===== src/rtl/core/bdr_pkg.sv =====
package bdr_pkg;

  localparam int ADDR_BITS   = 24;
  localparam int MAX_SECTORS = 32;
  localparam int SEC_W       = $clog2(MAX_SECTORS + 1);
  localparam int UPC_W       = 5;
  localparam int TDATA_W     = 80;

  typedef logic [ADDR_BITS-1:0] addr_t;
  typedef logic [SEC_W-1:0]     sec_t;
  typedef logic [UPC_W-1:0]     upc_t;

  typedef enum logic [1:0] {
    PH_IDLE,
    PH_LEN,
    PH_FRAG,
    PH_DATA
  } phase_t;

  typedef enum logic [1:0] {
    ACT_REPLY  = 2'd0,
    ACT_ERASE  = 2'd1,
    ACT_DATA   = 2'd2,
    ACT_COMMIT = 2'd3
  } action_t;

  typedef enum logic [2:0] {
    EM_NONE,
    EM_CHAR,
    EM_HEX,
    EM_ERASE,
    EM_DATA,
    EM_COMMIT
  } emit_t;

  typedef enum logic [1:0] {
    L_NO,
    L_YES,
    L_FRAG_NZ,
    L_NO_COMMIT
  } last_sel_t;

  typedef enum logic [3:0] {
    OP_NONE,
    OP_START,
    OP_LEN_SHIFT,
    OP_CALC1,
    OP_CALC2,
    OP_CALC3,
    OP_ERASE_ADV,
    OP_TO_FRAG,
    OP_TO_IDLE,
    OP_FRAG_SHIFT,
    OP_FRAG_DONE,
    OP_FRAG_K,
    OP_PAGE_INC,
    OP_DATA_INC
  } op_t;

  typedef enum logic [3:0] {
    C_NEXT,
    C_ALWAYS,
    C_DISPATCH,
    C_NOT_S,
    C_HCNT_NZ,
    C_HCNT_NOT2,
    C_FRAG_NZ,
    C_MORE_ERASE,
    C_NO_PAGE,
    C_NO_COMMIT
  } cond_t;

  typedef enum logic [1:0] {
    CFG_START_SECTOR = 2'd0,
    CFG_SECTOR_LOG2  = 2'd1,
    CFG_PAGE_LOG2    = 2'd2
  } cfg_reg_t;

  // microprogram entry points
  localparam upc_t U_DISP   = 5'd0;
  localparam upc_t U_IDLE   = 5'd1;
  localparam upc_t U_LEN    = 5'd5;
  localparam upc_t U_ERASE  = 5'd13;
  localparam upc_t U_ANN    = 5'd14;
  localparam upc_t U_OK     = 5'd19;
  localparam upc_t U_FRAG   = 5'd20;
  localparam upc_t U_COMMIT = 5'd25;
  localparam upc_t U_DATA   = 5'd29;

  localparam logic [7:0] CH_START = 8'h73;  // 's'
  localparam logic [7:0] CH_A     = 8'h61;
  localparam logic [7:0] CH_C     = 8'h63;
  localparam logic [7:0] CH_K     = 8'h6b;
  localparam logic [7:0] CH_O     = 8'h6f;

  typedef struct packed {
    emit_t      emit;
    logic [7:0] ch;      // reply char, or digit select for EM_HEX
    last_sel_t  lsel;
    op_t        op;
    cond_t      cond;
    upc_t       target;
  } ctrl_t;

  typedef struct packed {
    phase_t phase;
    logic   b_is_s;
    logic   hcnt_nz;
    logic   hcnt_is2;
    logic   frag_nz;
    logic   more_erase;
    logic   no_page;
    logic   no_commit;
    logic   out_free;
  } stat_t;

  function automatic ctrl_t mk(emit_t e, logic [7:0] c, last_sel_t l, op_t o,
                               cond_t cd, upc_t t);
    ctrl_t w;
    w.emit   = e;
    w.ch     = c;
    w.lsel   = l;
    w.op     = o;
    w.cond   = cd;
    w.target = t;
    return w;
  endfunction

  function automatic logic [7:0] hex_char(logic [3:0] d);
    logic [7:0] r;
    if (d < 4'd10) r = 8'h30 + {4'd0, d};
    else           r = 8'h57 + {4'd0, d};
    return r;
  endfunction

endpackage


===== src/rtl/core/bdr_ucode_rom.sv =====
module bdr_ucode_rom (
  input  bdr_pkg::upc_t  upc,
  output bdr_pkg::ctrl_t ctrl
);

  always_comb begin
    unique case (upc)
      // dispatch on phase once a byte is taken
      5'd0:  ctrl = bdr_pkg::mk(bdr_pkg::EM_NONE, 8'd0, bdr_pkg::L_NO, bdr_pkg::OP_NONE,
                                bdr_pkg::C_DISPATCH, bdr_pkg::U_DISP);
      // idle: drop anything but the start byte
      5'd1:  ctrl = bdr_pkg::mk(bdr_pkg::EM_NONE, 8'd0, bdr_pkg::L_NO, bdr_pkg::OP_NONE,
                                bdr_pkg::C_NOT_S, bdr_pkg::U_DISP);
      5'd2:  ctrl = bdr_pkg::mk(bdr_pkg::EM_CHAR, bdr_pkg::CH_A, bdr_pkg::L_NO,
                                bdr_pkg::OP_START, bdr_pkg::C_NEXT, bdr_pkg::U_DISP);
      5'd3:  ctrl = bdr_pkg::mk(bdr_pkg::EM_CHAR, bdr_pkg::CH_C, bdr_pkg::L_NO,
                                bdr_pkg::OP_NONE, bdr_pkg::C_NEXT, bdr_pkg::U_DISP);
      5'd4:  ctrl = bdr_pkg::mk(bdr_pkg::EM_CHAR, bdr_pkg::CH_K, bdr_pkg::L_YES,
                                bdr_pkg::OP_NONE, bdr_pkg::C_ALWAYS, bdr_pkg::U_DISP);
      // total length
      5'd5:  ctrl = bdr_pkg::mk(bdr_pkg::EM_NONE, 8'd0, bdr_pkg::L_NO,
                                bdr_pkg::OP_LEN_SHIFT, bdr_pkg::C_NEXT, bdr_pkg::U_DISP);
      5'd6:  ctrl = bdr_pkg::mk(bdr_pkg::EM_NONE, 8'd0, bdr_pkg::L_NO, bdr_pkg::OP_NONE,
                                bdr_pkg::C_HCNT_NZ, bdr_pkg::U_DISP);
      5'd7:  ctrl = bdr_pkg::mk(bdr_pkg::EM_CHAR, bdr_pkg::CH_A, bdr_pkg::L_NO,
                                bdr_pkg::OP_NONE, bdr_pkg::C_NEXT, bdr_pkg::U_DISP);
      5'd8:  ctrl = bdr_pkg::mk(bdr_pkg::EM_CHAR, bdr_pkg::CH_C, bdr_pkg::L_NO,
                                bdr_pkg::OP_NONE, bdr_pkg::C_NEXT, bdr_pkg::U_DISP);
      5'd9:  ctrl = bdr_pkg::mk(bdr_pkg::EM_CHAR, bdr_pkg::CH_K, bdr_pkg::L_NO,
                                bdr_pkg::OP_NONE, bdr_pkg::C_NEXT, bdr_pkg::U_DISP);
      5'd10: ctrl = bdr_pkg::mk(bdr_pkg::EM_NONE, 8'd0, bdr_pkg::L_NO, bdr_pkg::OP_CALC1,
                                bdr_pkg::C_NEXT, bdr_pkg::U_DISP);
      5'd11: ctrl = bdr_pkg::mk(bdr_pkg::EM_NONE, 8'd0, bdr_pkg::L_NO, bdr_pkg::OP_CALC2,
                                bdr_pkg::C_NEXT, bdr_pkg::U_DISP);
      5'd12: ctrl = bdr_pkg::mk(bdr_pkg::EM_NONE, 8'd0, bdr_pkg::L_NO, bdr_pkg::OP_CALC3,
                                bdr_pkg::C_NEXT, bdr_pkg::U_DISP);
      5'd13: ctrl = bdr_pkg::mk(bdr_pkg::EM_ERASE, 8'd0, bdr_pkg::L_NO,
                                bdr_pkg::OP_ERASE_ADV, bdr_pkg::C_MORE_ERASE,
                                bdr_pkg::U_ERASE);
      // announce next page or finish
      5'd14: ctrl = bdr_pkg::mk(bdr_pkg::EM_NONE, 8'd0, bdr_pkg::L_NO, bdr_pkg::OP_NONE,
                                bdr_pkg::C_NO_PAGE, bdr_pkg::U_OK);
      5'd15: ctrl = bdr_pkg::mk(bdr_pkg::EM_HEX, 8'd3, bdr_pkg::L_NO, bdr_pkg::OP_NONE,
                                bdr_pkg::C_NEXT, bdr_pkg::U_DISP);
      5'd16: ctrl = bdr_pkg::mk(bdr_pkg::EM_HEX, 8'd2, bdr_pkg::L_NO, bdr_pkg::OP_NONE,
                                bdr_pkg::C_NEXT, bdr_pkg::U_DISP);
      5'd17: ctrl = bdr_pkg::mk(bdr_pkg::EM_HEX, 8'd1, bdr_pkg::L_NO, bdr_pkg::OP_NONE,
                                bdr_pkg::C_NEXT, bdr_pkg::U_DISP);
      5'd18: ctrl = bdr_pkg::mk(bdr_pkg::EM_HEX, 8'd0, bdr_pkg::L_YES,
                                bdr_pkg::OP_TO_FRAG, bdr_pkg::C_ALWAYS, bdr_pkg::U_DISP);
      5'd19: ctrl = bdr_pkg::mk(bdr_pkg::EM_CHAR, bdr_pkg::CH_O, bdr_pkg::L_YES,
                                bdr_pkg::OP_TO_IDLE, bdr_pkg::C_ALWAYS, bdr_pkg::U_DISP);
      // fragment length
      5'd20: ctrl = bdr_pkg::mk(bdr_pkg::EM_NONE, 8'd0, bdr_pkg::L_NO,
                                bdr_pkg::OP_FRAG_SHIFT, bdr_pkg::C_NEXT, bdr_pkg::U_DISP);
      5'd21: ctrl = bdr_pkg::mk(bdr_pkg::EM_NONE, 8'd0, bdr_pkg::L_NO, bdr_pkg::OP_NONE,
                                bdr_pkg::C_HCNT_NOT2, bdr_pkg::U_DISP);
      5'd22: ctrl = bdr_pkg::mk(bdr_pkg::EM_CHAR, bdr_pkg::CH_A, bdr_pkg::L_NO,
                                bdr_pkg::OP_FRAG_DONE, bdr_pkg::C_NEXT, bdr_pkg::U_DISP);
      5'd23: ctrl = bdr_pkg::mk(bdr_pkg::EM_CHAR, bdr_pkg::CH_C, bdr_pkg::L_NO,
                                bdr_pkg::OP_NONE, bdr_pkg::C_NEXT, bdr_pkg::U_DISP);
      5'd24: ctrl = bdr_pkg::mk(bdr_pkg::EM_CHAR, bdr_pkg::CH_K, bdr_pkg::L_FRAG_NZ,
                                bdr_pkg::OP_FRAG_K, bdr_pkg::C_FRAG_NZ, bdr_pkg::U_DISP);
      // page commit
      5'd25: ctrl = bdr_pkg::mk(bdr_pkg::EM_COMMIT, 8'd0, bdr_pkg::L_NO,
                                bdr_pkg::OP_NONE, bdr_pkg::C_NEXT, bdr_pkg::U_DISP);
      5'd26: ctrl = bdr_pkg::mk(bdr_pkg::EM_CHAR, bdr_pkg::CH_A, bdr_pkg::L_NO,
                                bdr_pkg::OP_NONE, bdr_pkg::C_NEXT, bdr_pkg::U_DISP);
      5'd27: ctrl = bdr_pkg::mk(bdr_pkg::EM_CHAR, bdr_pkg::CH_C, bdr_pkg::L_NO,
                                bdr_pkg::OP_NONE, bdr_pkg::C_NEXT, bdr_pkg::U_DISP);
      5'd28: ctrl = bdr_pkg::mk(bdr_pkg::EM_CHAR, bdr_pkg::CH_K, bdr_pkg::L_NO,
                                bdr_pkg::OP_PAGE_INC, bdr_pkg::C_ALWAYS, bdr_pkg::U_ANN);
      // page data
      5'd29: ctrl = bdr_pkg::mk(bdr_pkg::EM_DATA, 8'd0, bdr_pkg::L_NO_COMMIT,
                                bdr_pkg::OP_DATA_INC, bdr_pkg::C_NO_COMMIT, bdr_pkg::U_DISP);
      5'd30: ctrl = bdr_pkg::mk(bdr_pkg::EM_NONE, 8'd0, bdr_pkg::L_NO, bdr_pkg::OP_NONE,
                                bdr_pkg::C_ALWAYS, bdr_pkg::U_COMMIT);
      default: ctrl = bdr_pkg::mk(bdr_pkg::EM_NONE, 8'd0, bdr_pkg::L_NO, bdr_pkg::OP_NONE,
                                  bdr_pkg::C_ALWAYS, bdr_pkg::U_DISP);
    endcase
  end

endmodule


===== src/rtl/core/bdr_seq.sv =====
module bdr_seq (
  input  logic           clk,
  input  logic           rst,
  input  logic           in_valid,
  input  bdr_pkg::ctrl_t ctrl,
  input  bdr_pkg::stat_t stat,
  output bdr_pkg::upc_t  upc,
  output logic           fire,
  output logic           in_ready
);

  bdr_pkg::upc_t upc_next;
  bdr_pkg::upc_t dispatch_target;
  logic          take;

  assign in_ready = (ctrl.cond == bdr_pkg::C_DISPATCH);

  // emit steps hold until the output register frees up
  always_comb begin
    if (in_ready) fire = in_valid;
    else          fire = (ctrl.emit == bdr_pkg::EM_NONE) || stat.out_free;
  end

  always_comb begin
    unique case (stat.phase)
      bdr_pkg::PH_IDLE: dispatch_target = bdr_pkg::U_IDLE;
      bdr_pkg::PH_LEN:  dispatch_target = bdr_pkg::U_LEN;
      bdr_pkg::PH_FRAG: dispatch_target = bdr_pkg::U_FRAG;
      bdr_pkg::PH_DATA: dispatch_target = bdr_pkg::U_DATA;
      default:          dispatch_target = bdr_pkg::U_IDLE;
    endcase
  end

  always_comb begin
    unique case (ctrl.cond)
      bdr_pkg::C_NEXT:       take = 1'b0;
      bdr_pkg::C_ALWAYS:     take = 1'b1;
      bdr_pkg::C_DISPATCH:   take = 1'b1;
      bdr_pkg::C_NOT_S:      take = !stat.b_is_s;
      bdr_pkg::C_HCNT_NZ:    take = stat.hcnt_nz;
      bdr_pkg::C_HCNT_NOT2:  take = !stat.hcnt_is2;
      bdr_pkg::C_FRAG_NZ:    take = stat.frag_nz;
      bdr_pkg::C_MORE_ERASE: take = stat.more_erase;
      bdr_pkg::C_NO_PAGE:    take = stat.no_page;
      bdr_pkg::C_NO_COMMIT:  take = stat.no_commit;
      default:               take = 1'b1;
    endcase
    if (!take)        upc_next = upc + bdr_pkg::upc_t'(1);
    else if (in_ready) upc_next = dispatch_target;
    else              upc_next = ctrl.target;
  end

  always_ff @(posedge clk) begin
    if (rst) begin
      upc <= bdr_pkg::U_DISP;
    end else if (fire) begin
      upc <= upc_next;
    end
  end

endmodule


===== src/rtl/core/bdr_datapath.sv =====
module bdr_datapath (
  input  logic                          clk,
  input  logic                          rst,
  input  bdr_pkg::ctrl_t                ctrl,
  input  logic                          fire,
  input  logic                          in_take,
  input  logic [7:0]                    in_byte,
  input  logic                          cfg_take,
  input  logic [1:0]                    cfg_index,
  input  logic [12:0]                   cfg_data,
  input  logic                          out_ready,
  output bdr_pkg::stat_t                stat,
  output logic                          out_valid,
  output logic [bdr_pkg::TDATA_W-1:0]   out_data,
  output logic [1:0]                    out_user,
  output logic                          out_last
);

  // configuration
  logic [12:0] start_sector;
  logic [4:0]  sector_log2;
  logic [3:0]  page_log2;

  // download state
  bdr_pkg::phase_t phase;
  logic [1:0]      hcnt;
  logic [31:0]     total_length;
  logic [31:0]     pages_needed;
  logic [31:0]     page_index;
  logic [15:0]     frag_len;
  logic [15:0]     data_index;
  logic [7:0]      rx;
  logic [32:0]     sum;
  bdr_pkg::sec_t   sec_total;
  bdr_pkg::sec_t   sec_idx;
  logic            clamp;
  bdr_pkg::addr_t  erase_addr;

  // result register
  logic [1:0]  r_action;
  logic [7:0]  r_char;
  logic [23:0] r_addr;
  logic [7:0]  r_data;
  logic [15:0] r_off;
  logic [15:0] r_len;
  logic        r_clamp;
  logic        r_last;

  bdr_pkg::addr_t           start_addr;
  bdr_pkg::addr_t           commit_addr;
  logic [32:0]              sec_shift;
  logic [32:0]              page_shift;
  logic                     sec_over;
  logic [bdr_pkg::SEC_W:0]  idx_inc;
  logic [15:0]              data_inc;
  logic [15:0]              page_lo;
  logic [3:0]               hex_digit;
  logic                     emit_go;
  logic                     last_bit;

  assign start_addr  = (bdr_pkg::addr_t'(start_sector) - bdr_pkg::addr_t'(1)) << sector_log2;
  assign commit_addr = start_addr + (bdr_pkg::addr_t'(page_index) << page_log2);
  assign sec_shift   = sum >> sector_log2;
  assign page_shift  = sum >> page_log2;
  assign sec_over    = sec_shift > 33'(bdr_pkg::MAX_SECTORS);
  assign idx_inc     = {1'b0, sec_idx} + {{bdr_pkg::SEC_W{1'b0}}, 1'b1};
  assign data_inc    = data_index + 16'd1;
  assign page_lo     = page_index[15:0];
  assign hex_digit   = page_lo[{ctrl.ch[1:0], 2'b00} +: 4];

  always_comb begin
    stat.phase      = phase;
    stat.b_is_s     = (rx == bdr_pkg::CH_START);
    stat.hcnt_nz    = (hcnt != 2'd0);
    stat.hcnt_is2   = (hcnt == 2'd2);
    stat.frag_nz    = (frag_len != 16'd0);
    stat.more_erase = idx_inc < {1'b0, sec_total};
    stat.no_page    = !(page_index < pages_needed);
    stat.no_commit  = (data_inc != frag_len);
    stat.out_free   = !out_valid || out_ready;
  end

  always_comb begin
    unique case (ctrl.lsel)
      bdr_pkg::L_NO:        last_bit = 1'b0;
      bdr_pkg::L_YES:       last_bit = 1'b1;
      bdr_pkg::L_FRAG_NZ:   last_bit = stat.frag_nz;
      bdr_pkg::L_NO_COMMIT: last_bit = stat.no_commit;
      default:              last_bit = 1'b0;
    endcase
  end

  assign emit_go = fire && (ctrl.emit != bdr_pkg::EM_NONE);

  always_ff @(posedge clk) begin
    if (rst) begin
      start_sector <= 13'd1;
      sector_log2  <= 5'd12;
      page_log2    <= 4'd8;
    end else if (cfg_take) begin
      case (cfg_index)
        bdr_pkg::CFG_START_SECTOR: start_sector <= cfg_data;
        bdr_pkg::CFG_SECTOR_LOG2:  sector_log2  <= cfg_data[4:0];
        bdr_pkg::CFG_PAGE_LOG2:    page_log2    <= cfg_data[3:0];
        default: ;
      endcase
    end
  end

  always_ff @(posedge clk) begin
    if (in_take) rx <= in_byte;
  end

  always_ff @(posedge clk) begin
    if (rst) begin
      phase        <= bdr_pkg::PH_IDLE;
      hcnt         <= 2'd0;
      total_length <= 32'd0;
      pages_needed <= 32'd0;
      page_index   <= 32'd0;
      frag_len     <= 16'd0;
      data_index   <= 16'd0;
      sum          <= 33'd0;
      sec_total    <= '0;
      sec_idx      <= '0;
      clamp        <= 1'b0;
      erase_addr   <= '0;
    end else if (fire) begin
      case (ctrl.op)
        bdr_pkg::OP_START: begin
          phase        <= bdr_pkg::PH_LEN;
          hcnt         <= 2'd0;
          total_length <= 32'd0;
        end
        bdr_pkg::OP_LEN_SHIFT: begin
          total_length <= {total_length[23:0], rx};
          hcnt         <= hcnt + 2'd1;
        end
        bdr_pkg::OP_CALC1: begin
          sum        <= {1'b0, total_length} + ((33'd1 << sector_log2) - 33'd1);
          erase_addr <= start_addr;
          sec_idx    <= '0;
        end
        bdr_pkg::OP_CALC2: begin
          if (sec_over) begin
            sec_total <= bdr_pkg::sec_t'(bdr_pkg::MAX_SECTORS);
            clamp     <= 1'b1;
          end else begin
            sec_total <= (sec_shift == 33'd0) ? bdr_pkg::sec_t'(1) :
                         sec_shift[bdr_pkg::SEC_W-1:0];
            clamp     <= 1'b0;
          end
          sum <= {1'b0, total_length} + ((33'd1 << page_log2) - 33'd1);
        end
        bdr_pkg::OP_CALC3: begin
          pages_needed <= page_shift[31:0];
          page_index   <= 32'd0;
        end
        bdr_pkg::OP_ERASE_ADV: begin
          erase_addr <= erase_addr + (bdr_pkg::addr_t'(1) << sector_log2);
          sec_idx    <= idx_inc[bdr_pkg::SEC_W-1:0];
        end
        bdr_pkg::OP_TO_FRAG: begin
          phase <= bdr_pkg::PH_FRAG;
          hcnt  <= 2'd0;
        end
        bdr_pkg::OP_TO_IDLE: begin
          phase <= bdr_pkg::PH_IDLE;
          hcnt  <= 2'd0;
        end
        bdr_pkg::OP_FRAG_SHIFT: begin
          frag_len <= {frag_len[7:0], rx};
          hcnt     <= hcnt + 2'd1;
        end
        bdr_pkg::OP_FRAG_DONE: begin
          hcnt       <= 2'd0;
          data_index <= 16'd0;
        end
        bdr_pkg::OP_FRAG_K: begin
          if (frag_len != 16'd0) phase <= bdr_pkg::PH_DATA;
        end
        bdr_pkg::OP_PAGE_INC: page_index <= page_index + 32'd1;
        bdr_pkg::OP_DATA_INC: data_index <= data_inc;
        default: ;
      endcase
    end
  end

  always_ff @(posedge clk) begin
    if (rst) begin
      out_valid <= 1'b0;
    end else if (emit_go) begin
      out_valid <= 1'b1;
    end else if (out_ready) begin
      out_valid <= 1'b0;
    end
  end

  always_ff @(posedge clk) begin
    if (emit_go) begin
      r_char  <= 8'd0;
      r_addr  <= 24'd0;
      r_data  <= 8'd0;
      r_off   <= 16'd0;
      r_len   <= 16'd0;
      r_clamp <= 1'b0;
      r_last  <= last_bit;
      case (ctrl.emit)
        bdr_pkg::EM_CHAR: begin
          r_action <= bdr_pkg::ACT_REPLY;
          r_char   <= ctrl.ch;
        end
        bdr_pkg::EM_HEX: begin
          r_action <= bdr_pkg::ACT_REPLY;
          r_char   <= bdr_pkg::hex_char(hex_digit);
        end
        bdr_pkg::EM_ERASE: begin
          r_action <= bdr_pkg::ACT_ERASE;
          r_addr   <= 24'(erase_addr);
          r_clamp  <= clamp;
        end
        bdr_pkg::EM_DATA: begin
          r_action <= bdr_pkg::ACT_DATA;
          r_data   <= rx;
          r_off    <= data_index;
        end
        default: begin
          r_action <= bdr_pkg::ACT_COMMIT;
          r_addr   <= 24'(commit_addr);
          r_len    <= frag_len;
        end
      endcase
    end
  end

  assign out_data = {7'd0, r_clamp, r_len, r_off, r_data, r_addr, r_char};
  assign out_user = r_action;
  assign out_last = r_last;

  a_erase_in_range: assert property (@(posedge clk) disable iff (rst)
    (ctrl.emit == bdr_pkg::EM_ERASE) |->
      (sec_idx < sec_total) && (sec_total != '0))
    else $error("erase step outside the sector run");

  a_data_needs_len: assert property (@(posedge clk) disable iff (rst)
    (phase == bdr_pkg::PH_DATA) |-> (frag_len != 16'd0))
    else $error("data phase with empty fragment");

  a_frag_hcnt: assert property (@(posedge clk) disable iff (rst)
    (phase == bdr_pkg::PH_FRAG) |-> (hcnt != 2'd3))
    else $error("fragment header count overran");

  a_clamp_only_erase: assert property (@(posedge clk) disable iff (rst)
    (out_valid && (out_user != bdr_pkg::ACT_ERASE)) |-> !out_data[72])
    else $error("clamp flag on a non-erase result");

endmodule


===== src/rtl/core/bitstream_download_receiver.sv =====
// Bitstream download receiver.
// s_* carries received link bytes; m_* carries replies and flash actions.
// cfg_* writes start_sector (0), sector_size_log2 (1) and page_size_log2 (2);
// write it only between downloads or between bytes with the output drained.
// A microprogram steps through each byte: s_tready is high only on the
// dispatch step, then the byte runs through its microsteps. An idle byte is
// checked for 's', answered with "ack"; a length byte is shifted in; a data
// byte emits a data request (on the last byte of a fragment also the commit
// and ack plus the announcement). The second fragment length byte emits an
// ack, followed by the commit when the fragment is empty. The fourth length
// byte emits an ack, one erase per sector and a page announcement or 'o'.
// Each result is one m_* request; the microsequencer emits at most one per
// cycle through a single output register and holds an emit step while a
// result waits with m_tready low, so a stalled receiver stalls input.
// m_tlast marks the final result caused by an input byte.
// Reset returns to idle (waiting for 's') and loads the register defaults
// 1, 12 and 8; no clearing pass is needed.
module bitstream_download_receiver (
  input  logic        clk,
  input  logic        rst,
  input  logic        s_tvalid,
  output logic        s_tready,
  input  logic [7:0]  s_tdata,   // [7:0] rx_byte
  output logic        m_tvalid,
  input  logic        m_tready,
  output logic [79:0] m_tdata,   // [7:0] reply_char, [31:8] flash_address,
                                 // [39:32] data_byte, [55:40] byte_offset,
                                 // [71:56] write_length, [72] erase_clamped
  output logic [1:0]  m_tuser,   // [1:0] action
  output logic        m_tlast,   // last
  input  logic        cfg_valid,
  output logic        cfg_ready,
  input  logic [1:0]  cfg_index,
  input  logic [12:0] cfg_data
);

  bdr_pkg::upc_t  upc;
  bdr_pkg::ctrl_t ctrl;
  bdr_pkg::stat_t stat;
  logic           fire;

  assign cfg_ready = 1'b1;

  bdr_ucode_rom u_rom (
    .upc  (upc),
    .ctrl (ctrl)
  );

  bdr_seq u_seq (
    .clk      (clk),
    .rst      (rst),
    .in_valid (s_tvalid),
    .ctrl     (ctrl),
    .stat     (stat),
    .upc      (upc),
    .fire     (fire),
    .in_ready (s_tready)
  );

  bdr_datapath u_dp (
    .clk       (clk),
    .rst       (rst),
    .ctrl      (ctrl),
    .fire      (fire),
    .in_take   (s_tvalid && s_tready),
    .in_byte   (s_tdata),
    .cfg_take  (cfg_valid && cfg_ready),
    .cfg_index (cfg_index),
    .cfg_data  (cfg_data),
    .out_ready (m_tready),
    .stat      (stat),
    .out_valid (m_tvalid),
    .out_data  (m_tdata),
    .out_user  (m_tuser),
    .out_last  (m_tlast)
  );

endmodule


===== config.mk =====
export PLATFORM = sky130hd
export DESIGN_NAME = bitstream_download_receiver
export DESIGN_NICKNAME = d
export VERILOG_FILES = /design/src/rtl/core/bdr_pkg.sv /design/src/rtl/core/bdr_ucode_rom.sv /design/src/rtl/core/bdr_seq.sv /design/src/rtl/core/bdr_datapath.sv /design/src/rtl/core/bitstream_download_receiver.sv
export SDC_FILE = /design/constraint.sdc
export NUM_CORES = 1
export LEC_CHECK = 0
export ABC_AREA = 1
export BUFFER_PORTS_ARGS = -buffer_cell sky130_fd_sc_hd__buf_2
export CAP_MARGIN = 20
export CORE_ASPECT_RATIO = 0.8
export CORE_MARGIN = 5
export CORE_UTILIZATION = 58
export CTS_BUF_LIST = sky130_fd_sc_hd__clkbuf_16
export DETAILED_ROUTE_END_ITERATION = 7
export PLACE_DENSITY = 0.79
export REMOVE_ABC_BUFFERS = 1
export SYNTH_ARGS = -nofsm -noshare
export SYNTH_HDL_FRONTEND = slang
export SYNTH_HIERARCHICAL = 1
export SYNTH_SLANG_ARGS = --single-unit

===== constraint.sdc =====
create_clock -name clk -period 6.8 [get_ports clk]
set_input_delay 0.68 -clock clk [delete_from_list [all_inputs] [get_ports clk]]
set_output_delay 0.68 -clock clk [all_outputs]
set_load 0.1 [all_outputs]

==> results.toml, run 1 <==
[worst_setup_path]
critPathRequiredTime_ns = 7.10
worstReg2RegEnd = "u_dp/r_addr[2]$_DFFE_PP_"
crit_slowest_cell = "nand2_1"
startpoint_type = "register"
criticalPathCategory = "register to register"
crit_top_cell = "inv_1"
crit_fanout = 25
cp.arrival_ns = 5.12
crit_path_start = "u_seq/upc[1]$_SDFFE_PP0P_"
reg2reg_from = "u_seq/upc[1]$_SDFFE_PP0P_"
critPathMaxStageDelay_ns = 0.81
reg2reg_depth = 14
r2r_setup_slack_ns = 1.99
worstSetupEndpointType = "register"
path_cells = "inv_1 -> ha_1 -> nand2_1 -> nand3_1 -> nand2_1 -> inv_1 -> nand3_1 -> nor2_1 -> inv_1 -> nor2_1 -> clkinv_1 -> nand2_1 -> inv_1 -> a32o_1"

[placement]
dp_hpwl_um = 76100
port_buffers = 105
place.gp.congestion = 1.03
placed_cells = 5071
place_ws_ns = 2.16

[global_routing]
track_usage_pct = 35.1
grt_pass1_vias = 26800
grt_antenna_before_repair = 0
grt_pass1_wl_um = 150000
grt_max_degree = 63
grt_overflow = 0

[finish]
final_nets = 4722
area_growth_pct = 7.08
post_layout_nonfiller_instances = 5139
fillers = 4654
drive_gt1_share_pct = 6.45
antennaDiodeCount = 0

[timing]
period_minus_slack_ns = 4.81
period_share_pct = 70.8
rsz0062_at_grt = "false"
layout_setup_ws_ns = 1.99
tns_ns = 0
max_freq_mhz = 208
setup_viol = 0
tightest_slew_ns = 1.05
slew_viol_final = 0
relSlewSlack_pct = 29.8
fin_skew_ns = 0.0432
hold_viol_final = 0

[clock_network]
post-cts-setup-buffers = 0
root_buffer = "clkbuf_16"
clk_latency_ns = 0.58
post_cts_resized = 0
clockBufferDepth = 3
clk_pin_slew_ns = 0.07
numCtsBuffers = 36
cts_sinks = 314
postCtsHoldBufs = 0
h-tree-depth = 2
cts_tree = "built"

[floorplanning]
chipHeight_um = 207
fp-row-count = 72
die_x_um = 256
die-area_um2 = 53000
pin_count = 114
core_um2 = 48100
initial_core_util_pct = 58.4

[power_and_ir_drop]
power.density_nw_per_um2 = 307
power_w = 0.00923
p_leak_nw = 14.6
p_int_w = 0.00440
power_frac_clock_pct = 22.0
seqPwrFrac_pct = 28.0
swShare_pct = 52.3
combinationalPowerShare_pct = 49.9
p_switching_w = 0.00483
ir_worst_vdd_uv = 566

[status]
status = "complete, no violations"

[synthesis]
yosysWarnings = 6
synthCells = 4485
ys_types = 70
synth_largest_area_cell = "dfxtp_1"
yosysSeqAreaShare_pct = 25.4
synth_top_area_share_pct = 16.4
ys_top_cells_by_area = "dfxtp_1, nand2_1, ha_1"
synth_ff_type = "dfxtp_1"
syn_avg_cell_area_um2 = 6.27
synth_enable_flop_cells = 84
netlist_area_um2 = 28100
async_flop_share_pct = 0
synth_seq_cells = 314

[routing]
drcViolationCount = 0
drtIter0Drc = 4265
ant_nets = 0
dr_total_vias = 30500
avgRoutedWirePerCell_um = 19.1
routed_wl_um = 98000
viasPerCell = 5.94
drt-pass1-iter-count = 7

[min_path]
min_to = "u_dp/rx[5]$_DFFE_PP_"
holdCritStartpoint = "s_tdata[5]"
hp-class = "input pin to register"
hold_depth = 1

[flow_run]
max_cap_violations = 0
-- worst max-delay path, delay by kind of cell, from the launching register on --
kind	cells	cell delay (ns)
adders and majority gates	1	0.36
and+or+nand+nor	7	1.74
buffers and inverters	5	1.42
DFF	1	0.60
AOI/OAI and AO/OA	1	0.40
-- worst max-delay path by stage --
| stage | end | cells after the start | slack, ns |
|---|---|---|---|
| CTS | u_dp/r_addr[2]$_DFFE_PP_ | 14 | 2.14 |
| detailed placement | u_dp/r_addr[2]$_DFFE_PP_ | 14 | 2.16 |
| floorplan | u_dp/out_last$_DFFE_PP_ | 13 | 0.06 |
| finish | u_dp/r_addr[2]$_DFFE_PP_ | 14 | 1.99 |
| global route | u_dp/pages_needed[21]$_SDFFE_PP0P_ | 17 | 1.67 |
| global placement | u_dp/r_addr[2]$_DFFE_PP_ | 14 | 2.23 |
-- metal layers --
metal	vias up	track usage (%)	routed length, µm
met2	1720	51.0	39400
met1	13800	53.2	44100
met5	-	0	0
li1	14900	-	-
met3	191	6.26	11400
met4	0	10.2	3110
-- power groups by stage --
stage | registers, W | clock network [W] | logic, W
2_1_floorplan | 0.00437 | 0 | 0.00185
3_3_place_gp | 0.00262 | 0 | 0.00452
3_5_place_dp | 0.00262 | 0 | 0.00454
4_1_cts | 0.00258 | 0.00205 | 0.00456
5_1_grt | 0.00261 | 0.00214 | 0.00492
6_report | 0.00259 | 0.00203 | 0.00461
-- cell usage after synthesis, drive strengths merged (3+ instances only) --
master     n
clkbuf   103
a21oi    349
clkinv     8
nor3      69
nand3b    21
o221ai     7
a22o       9
nor2     325
xor2      43
o31ai      4
o211ai    36
inv      635
buf       86
o21a      15
mux2i     14
or2       12
a221oi     7
dfxtp    230
nor4      23
a211oi    10
xnor2     16
o21ai    352
a22oi     11
nand2   1177
a21o      20
fa         4
a31oi     28
a21boi    11
nand4     60
conb       3
o22ai     18
o21bai    19
edfxtp    84
ha       208
nand3    452
-- registers in the layout, summed over array words and instances, names as in the netlist, 6 cells and up --
name               count
u_dp/r_char            8
u_dp/rx                8
u_dp/r_data            8
u_dp/start_sector     13
u_dp/r_addr           24
u_dp/r_len            16
u_dp/pages_needed     32
u_dp/sec_idx           6
u_dp/frag_len         16
u_dp/sec_total         6
u_dp/data_index       16
u_dp/r_off            16
u_dp/page_index       32
u_dp/erase_addr       24
u_dp/total_length     32
u_dp/sum              33
-- layout by cell type (no fill, tap or decap), types with 16 or more instances in the layout --
| cell type | instances |
|---|---|
| xor2_1 | 43 |
| o22ai_1 | 18 |
| nor4_1 | 22 |
| buf_2 | 104 |
| nor3_1 | 65 |
| o21ai_0 | 339 |
| nand3_1 | 447 |
| a21oi_1 | 345 |
| inv_1 | 621 |
| nand3b_1 | 21 |
| nor2_1 | 305 |
| o21bai_1 | 19 |
| clkbuf_16 | 36 |
| o211ai_1 | 36 |
| edfxtp_1 | 84 |
| a21o_1 | 20 |
| nand2_1 | 1164 |
| dfxtp_1 | 224 |
| nand4_1 | 60 |
| ha_1 | 208 |
| xnor2_1 | 16 |
| a31oi_1 | 28 |
| buf_4 | 36 |
-- final cells by class --
class / instances / area (µm²) / area share, %
multi-input cells: 3346 / 17700 / 58.9
flip-flops and latches: 314 / 7130 / 23.7
inverters: 643 / 2420 / 8.04
clock buffers: 36 / 901 / 2.99
repair buffers: 141 / 806 / 2.68
well taps: 629 / 787 / 2.62
clock inverters: 30 / 320 / 1.06
-- cells by family after synthesis --
family / Yosys count / synth area share (%)
flip-flops: 314 / 25.4
adder cells (fa/ha/maj): 212 / 9.55
AO/OA/AOI/OAI: 906 / 18.1
buffers and inverters: 832 / 11.7
AND/OR/NAND/NOR: 2145 / 32.9
other: 3 / 0.0401
multiplexers: 14 / 0.499
XOR/XNOR: 59 / 1.84
-- per-stage QoR --
stage / cell area (µm²) / hold WS, ns / util (%)
2_1_floorplan: 27200 / 0.439 / -
3_3_place_gp: 28800 / 0.458 / 60.0
3_5_place_dp: 28800 / 0.464 / 60.0
4_1_cts: 30100 / 0.269 / 62.5
5_1_grt: 30100 / 0.274 / 62.5
6_report: 30100 / 0.285 / 62.5
Power figures use the tool's default switching activity.
==> run 2: changes to the inputs <==
- CORE_UTILIZATION: 58 -> 61
- clock period: 6.8 -> 4.75 ns (I/O delays scaled with it)
==> run 2 against run 1 <==
Effect of this change: flip-flop and latch count is the same; hold slack got worse by 0.21 ns; final cell count hardly changed; utilization increased by 3.7 points; critical path depth up 5; sequential power up 41%; largest power group unchanged; register-to-register slack worse by 1.5 ns.
==> results.toml, run 2 (synthesis gave the netlist of run 1 again) <==
[timing]
period_share_pct = 90.1
period_minus_slack_ns = 4.28
hold_viol_final = 0
layout_setup_ws_ns = 0.471
max_freq_mhz = 234
setup_viol = 0
relSlewSlack_pct = 40.5
rsz0062_at_grt = "false"
fin_skew_ns = 0.0330
slew_viol_final = 0
tightest_slew_ns = 0.885

[floorplanning]
die-area_um2 = 50500
core_um2 = 45600
initial_core_util_pct = 61.6
pin_count = 114
die_x_um = 250
chipHeight_um = 202
fp-row-count = 70

[worst_setup_path]
worstSetupEndpointType = "register"
path_cells = "buf_4 -> nor2_1 -> buf_4 -> nand2_1 -> nor3_1 -> inv_1 -> ha_1 -> inv_1 -> ha_1 -> a21o_1 -> a21oi_1 -> o21ai_0 -> a21o_1 -> nand2_1 -> nand3b_1 -> nand3_1 -> nand2_1 -> o21bai_1 -> inv_1"
r2r_setup_slack_ns = 0.47
crit_slowest_cell = "a21oi_1"
crit_fanout = 51
reg2reg_depth = 19
worstReg2RegEnd = "u_dp/sum[28]$_SDFFE_PP0P_"
criticalPathCategory = "register to register"
reg2reg_from = "u_dp/sector_log2[1]$_SDFFE_PP0P_"
startpoint_type = "register"
cp.arrival_ns = 4.72
critPathRequiredTime_ns = 5.19
critPathMaxStageDelay_ns = 0.43

[routing]
viasPerCell = 5.95
avgRoutedWirePerCell_um = 18.7
ant_nets = 0
drcViolationCount = 0
drtIter0Drc = 3974
dr_total_vias = 30600
drt-pass1-iter-count = 6
routed_wl_um = 96400

[finish]
final_common_cell = "nand2_1"
fillers = 4370
regMostFlops = "u_dp/sum"
drive_gt1_share_pct = 6.62
final_cell_mix = "nand2_1, inv_1, nand3_1"
largest_reg_flops = 33
antennaDiodeCount = 0
final_nets = 4742
area_growth_pct = 7.51
post_layout_nonfiller_instances = 5142

[clock_network]
clk_latency_ns = 0.58
post_cts_resized = 0
numCtsBuffers = 37
postCtsHoldBufs = 0
cts_sinks = 314
post-cts-setup-buffers = 0
h-tree-depth = 2
clockBufferDepth = 3
cts_tree = "built"
root_buffer = "clkbuf_16"
clk_pin_slew_ns = 0.07

[power_and_ir_drop]
power.density_nw_per_um2 = 439
p_leak_nw = 14.7
ir_worst_vdd_uv = 818

[min_path]
holdCritStartpoint = "s_tdata[5]"
hp-class = "input pin to register"
hold_depth = 1
min_to = "u_dp/rx[5]$_DFFE_PP_"

[status]
status = "complete, no violations"

[global_routing]
grt_max_degree = 78
grt_pass1_vias = 27200
grt_overflow = 0
track_usage_pct = 36.4
grt_pass1_wl_um = 150000
grt_antenna_before_repair = 2

[placement]
place.gp.congestion = 1.04
place_ws_ns = 0.586
port_buffers = 105
placed_cells = 5075
dp_hpwl_um = 75200

[flow_run]
max_cap_violations = 0
[run 2: cell type report]
type / instances / area [µm²] / area share (%)
clock buffer: 37 / 926 / 3.06
sequential: 314 / 7130 / 23.6
timing repair buffer: 160 / 953 / 3.16
clock inverter: 30 / 289 / 0.957
multi-input combinational: 3346 / 17700 / 58.7
inverter: 643 / 2420 / 8.01
tap: 612 / 766 / 2.53
[run 2: how the worst max path moves through the flow]
stage | start | end | slack [ns] | cells after the start
floorplan | u_seq/upc[1]$_SDFFE_PP0P_ | u_dp/out_last$_DFFE_PP_ | -1.99 | 13
global placement | u_seq/upc[3]$_SDFFE_PP0P_ | u_dp/page_index[29]$_SDFFE_PP0P_ | 0.58 | 23
detailed placement | u_dp/start_sector[0]$_SDFFE_PP1P_ | u_dp/r_addr[22]$_DFFE_PP_ | 0.59 | 25
CTS | u_seq/upc[3]$_SDFFE_PP0P_ | u_dp/page_index[29]$_SDFFE_PP0P_ | 0.60 | 23
global route | u_seq/upc[3]$_SDFFE_PP0P_ | u_dp/page_index[15]$_SDFFE_PP0P_ | 0.03 | 20
finish | u_dp/sector_log2[1]$_SDFFE_PP0P_ | u_dp/sum[28]$_SDFFE_PP0P_ | 0.47 | 19
[run 2: layer usage]
metal	vias to the layer above	share of wire, %	global-route usage [%]
met4	4	2.9	10.1
met1	13800	44	55.1
met3	195	13	8.93
met2	1729	40	51.6
li1	14900	-	-
met5	-	0.022	0
[run 2: critical path, delay by kind of cell (launching register included)]
kind	cells	cell delay (ns)
flip-flops	1	0.32
AND/OR/NAND/NOR	7	1.02
buffers and inverters	5	0.70
adder cells (fa/ha/maj)	2	0.68
AO/OA/AOI/OAI	5	1.40
[run 2: metrics by stage]
stage / cell area [µm²] / TNS, ns / power, W / hold WS (ns) / util (%)
floorplan: 27200 / -156.90 / 0.00872 / 0.439 / -
CTS: 30200 / 0 / 0.0132 / 0.0505 / 66.2
global route: 30200 / 0 / 0.0139 / 0.0562 / 66.2
global placement: 29000 / 0 / 0.0103 / 0.455 / 63.5
finish: 30200 / 0 / 0.0133 / 0.0735 / 66.2
detailed placement: 29000 / 0 / 0.0103 / 0.462 / 63.5
[run 2: report_power, final]
group,leakage [nW],total [W],internal (W),switching (W)
Clock,0.615,0.00290,0.00166,0.00125
Combinational,11.4,0.00670,0.00133,0.00537
Sequential,2.66,0.00366,0.00338,0.000283
Total,14.7,0.0133,0.00637,0.00690
